## src/hw/rtl/mfs_pkg.sv

```systemverilog
// Shared types, codes and constants of the metaball field shader.
package mfs_pkg;

    localparam int BALL_COUNT_DEF = 3;
    localparam int FRAC_BITS_DEF  = 16;

    localparam int POS_W    = 12;
    localparam int VEL_W    = 5;
    localparam int RAD_W    = 6;
    localparam int PIX_W    = 10;
    localparam int COLOR_W  = 16;
    localparam int SUM_W    = 20;
    localparam int TERM_W   = SUM_W + 1;
    localparam int QUO_W    = SUM_W + 1;
    localparam int DIFF_W   = POS_W + 1;
    localparam int D2_W     = 2 * DIFF_W;
    localparam int CFG_IDX_W = 3;

    localparam logic [1:0] OP_LOAD    = 2'd0;
    localparam logic [1:0] OP_ADVANCE = 2'd1;
    localparam logic [1:0] OP_SHADE   = 2'd2;

    localparam logic [1:0] SHADE_BACKDROP = 2'd0;
    localparam logic [1:0] SHADE_WEAK     = 2'd1;
    localparam logic [1:0] SHADE_MIDDLE   = 2'd2;
    localparam logic [1:0] SHADE_STRONG   = 2'd3;

    localparam logic [CFG_IDX_W-1:0] CFG_WIDTH    = 3'd0;
    localparam logic [CFG_IDX_W-1:0] CFG_HEIGHT   = 3'd1;
    localparam logic [CFG_IDX_W-1:0] CFG_STRONG   = 3'd2;
    localparam logic [CFG_IDX_W-1:0] CFG_MIDDLE   = 3'd3;
    localparam logic [CFG_IDX_W-1:0] CFG_WEAK     = 3'd4;
    localparam logic [CFG_IDX_W-1:0] CFG_BACKDROP = 3'd5;

    localparam logic [TERM_W-1:0] TERM_CAP = TERM_W'(1) << SUM_W;
    localparam logic [SUM_W-1:0]  SUM_CAP  = '1;

    typedef struct packed {
        logic signed [POS_W-1:0] x;
        logic signed [POS_W-1:0] y;
        logic signed [VEL_W-1:0] dx;
        logic signed [VEL_W-1:0] dy;
        logic        [RAD_W-1:0] r;
    } t_ball;

    typedef struct packed {
        logic             vld;
        logic [SUM_W-1:0] sum;
    } t_chain;

endpackage

```

## src/hw/rtl/mfs_in_if.sv

```systemverilog
// Request channel of the metaball field shader.
interface mfs_in_if;
    logic              valid;
    logic              ready;
    logic [1:0]        op;
    logic [3:0]        ball_index;
    logic signed [11:0] ball_x;
    logic signed [11:0] ball_y;
    logic signed [4:0] ball_dx;
    logic signed [4:0] ball_dy;
    logic [5:0]        ball_radius;
    logic [9:0]        pixel_x;
    logic [9:0]        pixel_y;

    modport source (output valid, op, ball_index, ball_x, ball_y, ball_dx, ball_dy,
                    ball_radius, pixel_x, pixel_y, input ready);
    modport sink (input valid, op, ball_index, ball_x, ball_y, ball_dx, ball_dy,
                  ball_radius, pixel_x, pixel_y, output ready);
endinterface

```

## src/hw/rtl/mfs_out_if.sv

```systemverilog
// Result channel of the metaball field shader.
interface mfs_out_if;
    logic        valid;
    logic        ready;
    logic [1:0]  shade;
    logic [15:0] pixel_color;
    logic [19:0] field_sum;

    modport source (output valid, shade, pixel_color, field_sum, input ready);
    modport sink (input valid, shade, pixel_color, field_sum, output ready);
endinterface

```

## src/hw/rtl/mfs_cell.sv

```systemverilog
// One ball cell: holds a ball, moves it, divides its field term, adds to the chain.
module mfs_cell #(
    parameter int FRAC_BITS = mfs_pkg::FRAC_BITS_DEF
) (
    input  logic                         i_clk,
    input  logic                         i_rst_n,
    input  logic                         i_load,
    input  mfs_pkg::t_ball               i_ball,
    input  logic                         i_adv,
    input  logic [mfs_pkg::PIX_W-1:0]    i_width,
    input  logic [mfs_pkg::PIX_W-1:0]    i_height,
    input  logic                         i_start,
    input  logic [mfs_pkg::PIX_W-1:0]    i_px,
    input  logic [mfs_pkg::PIX_W-1:0]    i_py,
    input  mfs_pkg::t_chain              i_chain,
    output mfs_pkg::t_chain              o_chain,
    output logic                         o_done
);
    import mfs_pkg::*;

    localparam int RR_W   = 2 * RAD_W;
    localparam int NUM_W  = (RR_W + FRAC_BITS > QUO_W) ? RR_W + FRAC_BITS : QUO_W + 1;
    localparam int HI_W   = NUM_W - QUO_W;
    localparam int REM_W  = D2_W + 1;
    localparam int CNT_W  = $clog2(QUO_W);
    localparam logic [CNT_W-1:0] CNT_LAST = CNT_W'(QUO_W - 1);

    typedef enum logic [1:0] {S_IDLE, S_SQR, S_LOAD, S_DIV} t_state;

    t_state               r_state;
    t_ball                r_ball;
    logic signed [DIFF_W-1:0] r_ex, r_ey;
    logic [RR_W-1:0]      r_rr;
    logic [D2_W-1:0]      r_d2;
    logic [REM_W-1:0]     r_rem;
    logic [QUO_W-1:0]     r_low;
    logic [QUO_W-1:0]     r_q;
    logic                 r_sat;
    logic [CNT_W-1:0]     r_cnt;
    logic [TERM_W-1:0]    r_term;
    logic                 r_done;
    t_chain               r_out;

    logic signed [POS_W-1:0] n_x, n_y;
    logic signed [VEL_W-1:0] n_dx, n_dy;
    logic signed [D2_W-1:0]  sqx, sqy;
    logic [NUM_W-1:0]        num;
    logic [HI_W-1:0]         hi;
    logic [REM_W:0]          rem2;
    logic [REM_W:0]          d2_ext;
    logic                    take;
    logic [QUO_W-1:0]        q_next;
    logic [SUM_W+1:0]        acc;

    function automatic logic signed [VEL_W-1:0] neg_vel(input logic signed [VEL_W-1:0] v);
        logic signed [VEL_W-1:0] res;
        if (v == {1'b1, {(VEL_W-1){1'b0}}}) begin
            res = {1'b0, {(VEL_W-1){1'b1}}};
        end else begin
            res = -v;
        end
        return res;
    endfunction

    always_comb begin
        n_x  = r_ball.x + POS_W'(r_ball.dx);
        n_y  = r_ball.y + POS_W'(r_ball.dy);
        n_dx = r_ball.dx;
        n_dy = r_ball.dy;
        if (n_x < 0 || n_x > $signed({2'b00, i_width})) begin
            n_dx = neg_vel(r_ball.dx);
        end
        if (n_y < 0 || n_y > $signed({2'b00, i_height})) begin
            n_dy = neg_vel(r_ball.dy);
        end
    end

    assign sqx    = r_ex * r_ex;
    assign sqy    = r_ey * r_ey;
    assign num    = NUM_W'(r_rr) << FRAC_BITS;
    assign hi     = num[NUM_W-1:QUO_W];
    assign rem2   = {r_rem, r_low[QUO_W-1]};
    assign d2_ext = (REM_W+1)'(r_d2);
    assign take   = rem2 >= d2_ext;
    assign q_next = {r_q[QUO_W-2:0], take};
    assign acc    = (SUM_W+2)'(i_chain.sum) + (SUM_W+2)'(r_term);

    always_ff @(posedge i_clk) begin
        if (!i_rst_n) begin
            r_state <= S_IDLE;
            r_ball  <= '0;
            r_done  <= 1'b0;
            r_out   <= '0;
        end else begin
            r_done    <= 1'b0;
            r_out.vld <= i_chain.vld;
            if (i_chain.vld) begin
                r_out.sum <= (acc > (SUM_W+2)'(SUM_CAP)) ? SUM_CAP : acc[SUM_W-1:0];
            end
            if (i_load) begin
                r_ball <= i_ball;
            end else if (i_adv) begin
                r_ball.x  <= n_x;
                r_ball.y  <= n_y;
                r_ball.dx <= n_dx;
                r_ball.dy <= n_dy;
            end
            case (r_state)
                S_IDLE: begin
                    if (i_start) begin
                        r_ex    <= $signed({3'b000, i_px}) - $signed({r_ball.x[POS_W-1], r_ball.x});
                        r_ey    <= $signed({3'b000, i_py}) - $signed({r_ball.y[POS_W-1], r_ball.y});
                        r_rr    <= RR_W'(r_ball.r) * RR_W'(r_ball.r);
                        r_state <= S_SQR;
                    end
                end
                S_SQR: begin
                    r_d2    <= D2_W'(unsigned'(sqx)) + D2_W'(unsigned'(sqy));
                    r_state <= S_LOAD;
                end
                S_LOAD: begin
                    // Zero distance or a quotient past the 21-bit window saturates.
                    r_sat   <= (r_d2 == '0) || (REM_W'(hi) >= REM_W'(r_d2));
                    r_rem   <= REM_W'(hi);
                    r_low   <= num[QUO_W-1:0];
                    r_q     <= '0;
                    r_cnt   <= '0;
                    r_state <= S_DIV;
                end
                S_DIV: begin
                    r_rem <= take ? REM_W'(rem2 - d2_ext) : REM_W'(rem2);
                    r_low <= {r_low[QUO_W-2:0], 1'b0};
                    r_q   <= q_next;
                    r_cnt <= r_cnt + 1'b1;
                    if (r_cnt == CNT_LAST) begin
                        r_term  <= (r_sat || q_next[QUO_W-1]) ? TERM_CAP : TERM_W'(q_next);
                        r_done  <= 1'b1;
                        r_state <= S_IDLE;
                    end
                end
                default: r_state <= S_IDLE;
            endcase
        end
    end

    assign o_chain = r_out;
    assign o_done  = r_done;

endmodule

```

## src/hw/rtl/metaball_field_shader.sv

```systemverilog
// Top level of the metaball field shader: request decode, cell row and result register.
//
// The block keeps BALL_COUNT balls, one per cell in a row. A load request writes the
// cell that its index names, if any, and an advance request moves every ball at once;
// both are taken one per cycle while no shade request is in flight. A shade request
// starts all cells at once: each computes its squared distance to the pixel and then
// divides radius squared, scaled by 2^FRACTION_BITS, by that distance with a restoring
// divider that yields one quotient bit per cycle. Once the 21 quotient bits are done,
// the partial field sum walks down the row, each cell adding its saturated term in the
// cycle after its neighbor. A shade request's result is thus formed by the bit-serial
// divider in the cells and then the sum chain; no new request is taken until the result
// moves into the output register, where it sits, so the next request is accepted while
// it waits to be taken. The color comes from the registers in force when the result
// is formed. There is no clearing pass after reset.
module metaball_field_shader #(
    parameter int BALL_COUNT    = mfs_pkg::BALL_COUNT_DEF,
    parameter int FRACTION_BITS = mfs_pkg::FRAC_BITS_DEF
) (
    input  logic                              i_clk,
    input  logic                              i_rst_n,
    input  logic                              i_cfg_we,
    input  logic [mfs_pkg::CFG_IDX_W-1:0]     i_cfg_idx,
    input  logic [mfs_pkg::COLOR_W-1:0]       i_cfg_data,
    mfs_in_if.sink                            i_req,
    mfs_out_if.source                         o_res
);
    import mfs_pkg::*;

    // Thresholds keep all their bits, since with many fraction bits they exceed the sum.
    localparam int TH_W = (FRACTION_BITS + 1 > SUM_W) ? FRACTION_BITS + 1 : SUM_W;
    localparam logic [TH_W-1:0] TH_STRONG = TH_W'(((64'd1 << FRACTION_BITS) * 65) / 100);
    localparam logic [TH_W-1:0] TH_MIDDLE = TH_W'((64'd1 << FRACTION_BITS) / 2);
    localparam logic [TH_W-1:0] TH_WEAK   = TH_W'(((64'd1 << FRACTION_BITS) * 2) / 5);

    // Configuration registers.
    logic [PIX_W-1:0]   r_width, r_height;
    logic [COLOR_W-1:0] r_col_strong, r_col_middle, r_col_weak, r_col_backdrop;

    // Sequencing and result staging.
    logic               r_busy;
    logic               r_fin_vld;
    logic [SUM_W-1:0]   r_fin_sum;
    logic               r_o_vld;
    logic [1:0]         r_o_shade;
    logic [COLOR_W-1:0] r_o_color;
    logic [SUM_W-1:0]   r_o_sum;

    logic               req_acc;
    logic               do_load, do_adv, do_shade;
    logic               fin_move;
    logic [1:0]         n_shade;
    logic [COLOR_W-1:0] n_color;
    logic [TH_W-1:0]    fin_wide;
    t_ball              in_ball;
    t_chain             chain [BALL_COUNT+1];
    logic [BALL_COUNT-1:0] done;

    assign i_req.ready = !r_busy;
    assign req_acc     = i_req.valid && i_req.ready;
    assign do_load     = req_acc && (i_req.op == OP_LOAD);
    assign do_adv      = req_acc && (i_req.op == OP_ADVANCE);
    assign do_shade    = req_acc && (i_req.op == OP_SHADE);

    assign in_ball.x  = i_req.ball_x;
    assign in_ball.y  = i_req.ball_y;
    assign in_ball.dx = i_req.ball_dx;
    assign in_ball.dy = i_req.ball_dy;
    assign in_ball.r  = i_req.ball_radius;

    // The head of the chain starts from a zero sum as soon as the terms are ready.
    assign chain[0].vld = done[0];
    assign chain[0].sum = '0;

    for (genvar g = 0; g < BALL_COUNT; g++) begin : g_cell
        mfs_cell #(
            .FRAC_BITS (FRACTION_BITS)
        ) u_cell (
            .i_clk    (i_clk),
            .i_rst_n  (i_rst_n),
            .i_load   (do_load && (32'(i_req.ball_index) == g)),
            .i_ball   (in_ball),
            .i_adv    (do_adv),
            .i_width  (r_width),
            .i_height (r_height),
            .i_start  (do_shade),
            .i_px     (i_req.pixel_x),
            .i_py     (i_req.pixel_y),
            .i_chain  (chain[g]),
            .o_chain  (chain[g+1]),
            .o_done   (done[g])
        );
    end

    assign fin_wide = TH_W'(r_fin_sum);

    // Thresholds are strict: a sum equal to a threshold falls to the lower shade.
    always_comb begin
        if (fin_wide > TH_STRONG) begin
            n_shade = SHADE_STRONG;
            n_color = r_col_strong;
        end else if (fin_wide > TH_MIDDLE) begin
            n_shade = SHADE_MIDDLE;
            n_color = r_col_middle;
        end else if (fin_wide > TH_WEAK) begin
            n_shade = SHADE_WEAK;
            n_color = r_col_weak;
        end else begin
            n_shade = SHADE_BACKDROP;
            n_color = r_col_backdrop;
        end
    end

    assign fin_move = r_fin_vld && (!r_o_vld || o_res.ready);

    always_ff @(posedge i_clk) begin
        if (!i_rst_n) begin
            r_width        <= PIX_W'(320);
            r_height       <= PIX_W'(240);
            r_col_strong   <= COLOR_W'(0);
            r_col_middle   <= COLOR_W'(65535);
            r_col_weak     <= COLOR_W'(2016);
            r_col_backdrop <= COLOR_W'(0);
            r_busy         <= 1'b0;
            r_fin_vld      <= 1'b0;
            r_o_vld        <= 1'b0;
        end else begin
            if (i_cfg_we) begin
                case (i_cfg_idx)
                    CFG_WIDTH:    r_width        <= i_cfg_data[PIX_W-1:0];
                    CFG_HEIGHT:   r_height       <= i_cfg_data[PIX_W-1:0];
                    CFG_STRONG:   r_col_strong   <= i_cfg_data;
                    CFG_MIDDLE:   r_col_middle   <= i_cfg_data;
                    CFG_WEAK:     r_col_weak     <= i_cfg_data;
                    CFG_BACKDROP: r_col_backdrop <= i_cfg_data;
                    default: ;
                endcase
            end
            if (do_shade) begin
                r_busy <= 1'b1;
            end
            if (chain[BALL_COUNT].vld) begin
                r_fin_vld <= 1'b1;
                r_fin_sum <= chain[BALL_COUNT].sum;
            end
            if (fin_move) begin
                r_fin_vld <= 1'b0;
                r_busy    <= 1'b0;
                r_o_vld   <= 1'b1;
                r_o_shade <= n_shade;
                r_o_color <= n_color;
                r_o_sum   <= r_fin_sum;
            end else if (o_res.ready) begin
                r_o_vld <= 1'b0;
            end
        end
    end

    assign o_res.valid       = r_o_vld;
    assign o_res.shade       = r_o_shade;
    assign o_res.pixel_color = r_o_color;
    assign o_res.field_sum   = r_o_sum;

    // All cells run in lockstep, so their divisions finish in the same cycle.
    a_cells_lockstep: assert property (@(posedge i_clk) disable iff (!i_rst_n)
        (done == '0) || (done == '1))
        else $error("cells finished out of step");

    // A finished sum only exists while a shade request is in flight.
    a_fin_busy: assert property (@(posedge i_clk) disable iff (!i_rst_n)
        r_fin_vld |-> r_busy)
        else $error("field sum staged with no shade request pending");

    // The end of the chain only fires for a request that is still in flight.
    a_chain_busy: assert property (@(posedge i_clk) disable iff (!i_rst_n)
        chain[BALL_COUNT].vld |-> (r_busy && !r_fin_vld))
        else $error("sum chain delivered with no request or a full stage");

endmodule

```

## src/flat_wrapper.sv

```systemverilog
// flat-port wrapper written by rule: the top's interface ports become plain ports
module metaball_field_shader_flat import mfs_pkg::*;
#(
    parameter int BALL_COUNT    = mfs_pkg::BALL_COUNT_DEF,
    parameter int FRACTION_BITS = mfs_pkg::FRAC_BITS_DEF
)
  (i_clk, i_rst_n, i_cfg_we, i_cfg_idx, i_cfg_data, i_req_valid, i_req_op, i_req_ball_index, i_req_ball_x, i_req_ball_y, i_req_ball_dx, i_req_ball_dy, i_req_ball_radius, i_req_pixel_x, i_req_pixel_y, i_req_ready, o_res_valid, o_res_shade, o_res_pixel_color, o_res_field_sum, o_res_ready);
  mfs_in_if i_req_i ();
  mfs_out_if o_res_i ();
  input  logic i_clk;
  input  logic i_rst_n;
  input  logic i_cfg_we;
  input  logic [mfs_pkg::CFG_IDX_W-1:0] i_cfg_idx;
  input  logic [mfs_pkg::COLOR_W-1:0] i_cfg_data;
  input wire logic [$bits(i_req_i.valid)-1:0] i_req_valid;
  input wire logic [$bits(i_req_i.op)-1:0] i_req_op;
  input wire logic [$bits(i_req_i.ball_index)-1:0] i_req_ball_index;
  input wire logic [$bits(i_req_i.ball_x)-1:0] i_req_ball_x;
  input wire logic [$bits(i_req_i.ball_y)-1:0] i_req_ball_y;
  input wire logic [$bits(i_req_i.ball_dx)-1:0] i_req_ball_dx;
  input wire logic [$bits(i_req_i.ball_dy)-1:0] i_req_ball_dy;
  input wire logic [$bits(i_req_i.ball_radius)-1:0] i_req_ball_radius;
  input wire logic [$bits(i_req_i.pixel_x)-1:0] i_req_pixel_x;
  input wire logic [$bits(i_req_i.pixel_y)-1:0] i_req_pixel_y;
  output wire logic [$bits(i_req_i.ready)-1:0] i_req_ready;
  output wire logic [$bits(o_res_i.valid)-1:0] o_res_valid;
  output wire logic [$bits(o_res_i.shade)-1:0] o_res_shade;
  output wire logic [$bits(o_res_i.pixel_color)-1:0] o_res_pixel_color;
  output wire logic [$bits(o_res_i.field_sum)-1:0] o_res_field_sum;
  input wire logic [$bits(o_res_i.ready)-1:0] o_res_ready;
  assign i_req_i.valid = i_req_valid;
  assign i_req_i.op = i_req_op;
  assign i_req_i.ball_index = i_req_ball_index;
  assign i_req_i.ball_x = i_req_ball_x;
  assign i_req_i.ball_y = i_req_ball_y;
  assign i_req_i.ball_dx = i_req_ball_dx;
  assign i_req_i.ball_dy = i_req_ball_dy;
  assign i_req_i.ball_radius = i_req_ball_radius;
  assign i_req_i.pixel_x = i_req_pixel_x;
  assign i_req_i.pixel_y = i_req_pixel_y;
  assign i_req_ready = i_req_i.ready;
  assign o_res_valid = o_res_i.valid;
  assign o_res_shade = o_res_i.shade;
  assign o_res_pixel_color = o_res_i.pixel_color;
  assign o_res_field_sum = o_res_i.field_sum;
  assign o_res_i.ready = o_res_ready;
  metaball_field_shader #(.BALL_COUNT(BALL_COUNT), .FRACTION_BITS(FRACTION_BITS)) u_core (.i_clk(i_clk), .i_rst_n(i_rst_n), .i_cfg_we(i_cfg_we), .i_cfg_idx(i_cfg_idx), .i_cfg_data(i_cfg_data), .i_req(i_req_i), .o_res(o_res_i));
endmodule
```

## config.mk

```make
export PLATFORM = sky130hd
export DESIGN_NAME = metaball_field_shader_flat
export DESIGN_NICKNAME = d
export VERILOG_FILES = /design/src/hw/rtl/mfs_pkg.sv /design/src/hw/rtl/mfs_in_if.sv /design/src/hw/rtl/mfs_out_if.sv /design/src/hw/rtl/mfs_cell.sv /design/src/hw/rtl/metaball_field_shader.sv /design/src/flat_wrapper.sv
export SDC_FILE = /design/constraint.sdc
export NUM_CORES = 2
export LEC_CHECK = 0
export ABC_AREA = 0
export BUFFER_PORTS_ARGS = -buffer_cell sky130_fd_sc_hd__buf_2
export CORE_MARGIN = 3
export CORE_UTILIZATION = 30
export CTS_CLUSTER_SIZE = 20
export DETAILED_ROUTE_END_ITERATION = 10
export PLACE_DENSITY_LB_ADDON = 0.12
export SLEW_MARGIN = 10
export SYNTH_ARGS = -nofsm -noshare
export SYNTH_HDL_FRONTEND = slang
export SYNTH_HIERARCHICAL = 1
export SYNTH_SLANG_ARGS = --single-unit
```

## constraint.sdc

```tcl
create_clock -name i_clk -period 12.7 [get_ports i_clk]
set_input_delay 1.27 -clock i_clk [delete_from_list [all_inputs] [get_ports i_clk]]
set_output_delay 1.27 -clock i_clk [all_outputs]
set_load 0.05 [all_outputs]
```

**Word-level counts from Yosys, hierarchy flattened**

Index checks and enable logic that the tools add are counted.
Widths: inputs -> output; s select.

- Add/sub/neg operators: 29
- $mul: 9
- Order comparisons: 24
- Eq/ne operators: 33
- Mux-type cells: 51
- Bitwise logic cells: 1
- Reduce and logical (&&, ||, !) cells: 80

Operators with widths:

| operator | number |
|---|---|
| $mux 34 | 6 |
| $pmux 27 s2 | 3 |
| $mul 13x13->26 | 6 |
| $pmux 21 s2 | 3 |
| $pmux 20 s2 | 3 |
| $ge 28x26->1 | 3 |
| $mux 27 | 3 |
| $sub 27x26->27 | 3 |
| $add 26x26->26 | 3 |
| $ge 7x26->1 | 3 |
| $logic_not 26->1 | 3 |
| $sub 11x12->13 | 6 |
| $add 12x5->12 | 6 |
| $gt 12x11->1 | 6 |
| $lt 12x1->1 const B | 6 |
| $mux 20 | 3 |
| $mux 5 | 12 |
| $reduce_and 2->1 | 27 |
| $mux 16 | 3 |
| $eq 5x5->1 const B | 9 |
| $add 20x21->22 | 2 |
| $gt 22x20->1 const B | 2 |
| $gt 20x16->1 const B | 2 |
| $mul 6x6->12 | 3 |
| 27 further kinds | 101 |

- Register bits: 812
- Input port bits: 90
- Output and inout bits: 40
- Word-level logic and storage cells: 296

**Depth between registers and ports, before layout**

- Depth after elaboration: 6
- Depth in mapped cells: 27
- Mapped depth without buffers: 27

**Hierarchy**

The synthesis kept the hierarchy.

By module, submodules not included:

| module | instances | cells each | area an instance (um^2) | sequential area each (um^2) |
|---|---|---|---|---|
| mfs_cell at u_core.g_cell[0].u_cell | 1 | 2,677 | 25,495.7 | 5,545.3 |
| mfs_cell at u_core.g_cell[1].u_cell | 1 | 2,596 | 25,366.8 | 5,545.3 |
| mfs_cell at u_core.g_cell[2].u_cell | 1 | 2,623 | 25,301.8 | 5,545.3 |
| metaball_field_shader | 1 | 592 | 5,788.1 | 3,483.3 |

**Least setup slack after synthesis**

OpenSTA, ideal clock, no wires.

- Kind: reg2reg
- Start point: register u_core.g_cell[0].u_cell.r_ex[12]
- End point: register u_core.g_cell[0].u_cell.r_d2[25], data pin
- Library setup time: 0.260 ns
- Arrival: 6.605 ns
- Required time: 12.440 ns
- Slack: 5.835 ns
- Stages on the path, launching flop included: 21
- Path buffers: 1
- Period minus slack after synthesis: 6.865 ns
- Path through: edfxtp_1 -> inv_1 -> clkbuf_1 -> nor2_1 -> fa_1 -> fa_1 -> fa_1 -> inv_1 -> fa_1 -> inv_1 -> fa_1 -> fa_1 -> inv_1 -> fa_1 -> inv_1 -> ha_1 -> or4_1 -> a2111oi_0 -> o21ai_0 -> a21oi_1 -> xnor2_1

- Longest elaborated chain between the ends: 2

RTL lines:

| item | RTL line | RTL |
|---|---|---|
| from (decl) | mfs_cell.sv:32 | `logic signed [DIFF_W-1:0] r_ex, r_ey;` |
| from (signal assigned) | mfs_cell.sv:111 | `r_ex <= $signed({3'b000, i_px}) - $signed({r_ball.x[POS_W-1], r_ball.x});` |
| $mul 13x13->26 | mfs_cell.sv:78 | `assign sqx = r_ex * r_ex;` |
| $add 26x26->26 | mfs_cell.sv:118 | `r_d2 <= D2_W'(unsigned'(sqx)) + D2_W'(unsigned'(sqy));` |
| to (signal assigned) | mfs_cell.sv:118 |  |
| to (decl) | mfs_cell.sv:34 | `logic [D2_W-1:0] r_d2;` |

Every way passes these cells.
A chain may end at the register's enable or synchronous reset.

**Worst setup path after layout**

- Start point: register u_core.g_cell[0].u_cell.r_ey[12]
- End point: register u_core.g_cell[0].u_cell.r_d2[25], data pin

- Longest elaborated chain between the ends: 2

RTL lines:

| item | RTL line | RTL |
|---|---|---|
| from (decl) | mfs_cell.sv:32 |  |
| from (signal assigned) | mfs_cell.sv:112 | `r_ey <= $signed({3'b000, i_py}) - $signed({r_ball.y[POS_W-1], r_ball.y});` |
| $mul 13x13->26 | mfs_cell.sv:79 | `assign sqy = r_ey * r_ey;` |
| $add 26x26->26 | mfs_cell.sv:118 |  |

Every way passes these cells.

==> flow_summary_export.csv <==
group,metric,value,unit
die,pin_count,130,
setup_path,critPathMaxFanout,14,
cts,clk_pin_slew,0.05,ns
routing,via_per_inst,4.725,
pwr,power.internal,13980,µW
sta,final_hold_viol_count,0,
die,die_y,528.5,µm
sta,slew-limit-headroom,19.07,%
cts,root_buffer,"clkbuf_16",
cts,cts_resized,0,
layout,drive_above_1_share,5.588,%
cts,postCtsSetupBuffers,0,
sta,final.setup.tns,0,ns
layout,fill_cells,27760,
flow_run,maxCapViolCount,0,
synth,syn_area_per_cell,9.654,µm²
sta,fin_crit,7.680,ns
placed_design,gp_congestion,0.8337,
synth,ys_warn_count,6,
global_routing,grt_pass1_wl,367300,µm
layout,area_growth_syn_to_layout,10.25,%
placed_design,hpwlAfterDp,188700,µm
cts,clkLatencyLatePin,0.75,ns
pwr,switchingPower,12610,µW
layout,layout_commonest_cell,"inv_1",
die,coreArea,271200,µm²
sta,clock_skew,0.06280,ns
hold_path,min_path_cells,0,
global_routing,grt_pass1_vias,61390,
setup_path,reg2reg_depth,19,
pwr,p_per_area,294.5,nW/µm²
layout,fin_nets,10430,
routing,wl_met2,110500,µm
sta,drv_slew,0,
setup_path,start_kind,"flip-flop",
routing,antenna_left,0,
die,dieArea,279300,µm²
pwr,ir_drop,0.5996,mV
hold_path,min_path_type,"flip-flop to flip-flop",
routing,highest_layer,"met5",
routing,wl_met3,9779,µm
synth,syn_area,81900,µm²
pwr,clock_power_share,11.9,%
sta,setup_viol,0,
pwr,p_comb_share,73.1,%
cts,cts_made_buffers,102,
sta,period_share,60.47,%
layout,multi_input_area,54690,µm²
setup_path,end_kind,"flip-flop",
routing,drcViolationCount,0,
layout,seqCellArea,20080,µm²
pwr,power_leakage,0.04105,µW
cts,cts_tree,"done",
setup_path,r2r_setup_slack,5.02,ns
pwr,swShare,47.42,%
pwr,power_frac_seq,15.0,%
routing,drt-wirelength-per-cell,19.31,µm
setup_path,critical_path_required,13.13,ns
global_routing,antenna_found_initial,41,
die,fp-row-count,191,
setup_path,critical_path_arrival,8.11,ns
synth,syn_inst,8484,
die,die_w,528.5,µm
sta,fmax,130.2,MHz
layout,mostFrequentLayoutCells,"inv_1 (1669), fa_1 (1052), ha_1 (747)",
global_routing,grt_max_degree,94,
sta,tightestPinTransition,1.204,ns
cts,htree_levels,3,
sta,hold_slack,0.4221,ns
global_routing,grt.total_usage,16.96,%
routing,wirelength_met1,110200,µm
placed_design,portBuffers,129,
routing,vias,57690,
cts,cts.sinks,761,
routing,routed_wl,235700,µm
run_status,run_status,"finished clean",
cts,ctsHoldBuffers,0,
die,initial_utilization,30.20,%
setup_path,critical_path_class,"flip-flop to flip-flop",
sta,rsz0062_at_grt,"false",
global_routing,gr-total-overflow,0,
cts,clockBufferDepth,3,
routing,first_pass_iters,5,
routing,first_iter_violations,3078,
-- path summary, 6_finish.rpt --
path	from	end
max	u_core/g_cell[0].u_cell/r_ey[12]	u_core/g_cell[0].u_cell/r_d2[25]
min	u_core/g_cell[2].u_cell/o_chain[14]	u_core/fin_wide[14]
max reg2reg	u_core/g_cell[0].u_cell/r_ey[12]	u_core/g_cell[0].u_cell/r_d2[25]
min reg2reg	u_core/g_cell[2].u_cell/o_chain[14]	u_core/fin_wide[14]
-- layout make-up --
type	instances	area share, %
multi-input combinational	5820	60.57
sequential	761	22.24
inverter	1673	6.955
tap	3570	4.947
clock buffer	140	3.296
timing repair buffer	181	1.157
clock inverter	50	0.7995
antenna	14	0.03880
-- worst max-delay path, stage by stage, from the launching register on --
cell and delay, ns:
edfxtp_1 0.57, inv_1 0.49, nor2_1 0.19, fa_1 0.66, inv_1 0.33, fa_1 0.62
inv_1 0.05, fa_1 0.52, fa_1 0.44, fa_1 0.53, fa_1 0.55, inv_1 0.05
fa_1 0.59, inv_1 0.07, ha_1 0.23, or4_1 0.58, a2111oi_0 0.48, o21ai_0 0.17
a21oi_1 0.19, xnor2_1 0.08
-- stage by stage --
stage | total power (µW) | util, % | area, µm² | cells | setup WS (ns)
2_1_floorplan | 18360 | - | 81980 | 8504 | 5.835
3_3_place_gp | 23480 | 31.91 | 86560 | 12010 | 5.051
3_5_place_dp | 23580 | 31.91 | 86560 | 12010 | 4.960
4_1_cts | 26930 | 33.28 | 90260 | 12200 | 4.985
5_1_grt | 29490 | 33.28 | 90270 | 12200 | 4.527
6_report | 26590 | 33.29 | 90300 | 12210 | 5.020
-- routing by layer --
layer / vias to the layer above / global-route usage [%]
li1: 27680 / -
met1: 28880 / 23.23
met2: 874 / 28.19
met3: 250 / 2.397
met4: 14 / 3.980
met5: - / 0
-- power by group through the flow --
stage	Combinational, µW	Clock [µW]	Sequential [µW]
CTS	19600	3290	4000
global route	22100	3390	4020
finish	19400	3160	4000
detailed placement	19500	0	4060
floorplan	14400	0	3940
global placement	19400	0	4050
-- flip-flops by register name, summed over array words and instances (netlist names), 20 cells and up --
name / count
u_core/g_cell.u_cell/r_rem: 81
u_core/g_cell.u_cell/r_ball: 120
u_core/g_cell.u_cell/r_ey: 39
u_core/g_cell.u_cell/r_ex: 39
u_core/o_res.field_sum: 20
u_core/g_cell.u_cell/r_term: 63
u_core/g_cell.u_cell/r_q: 60
u_core/g_cell.u_cell/o_chain: 63
u_core/g_cell.u_cell/r_d2: 78
u_core/g_cell.u_cell/r_rr: 33
u_core/fin_wide: 20
(Power assumes the default switching activity.)
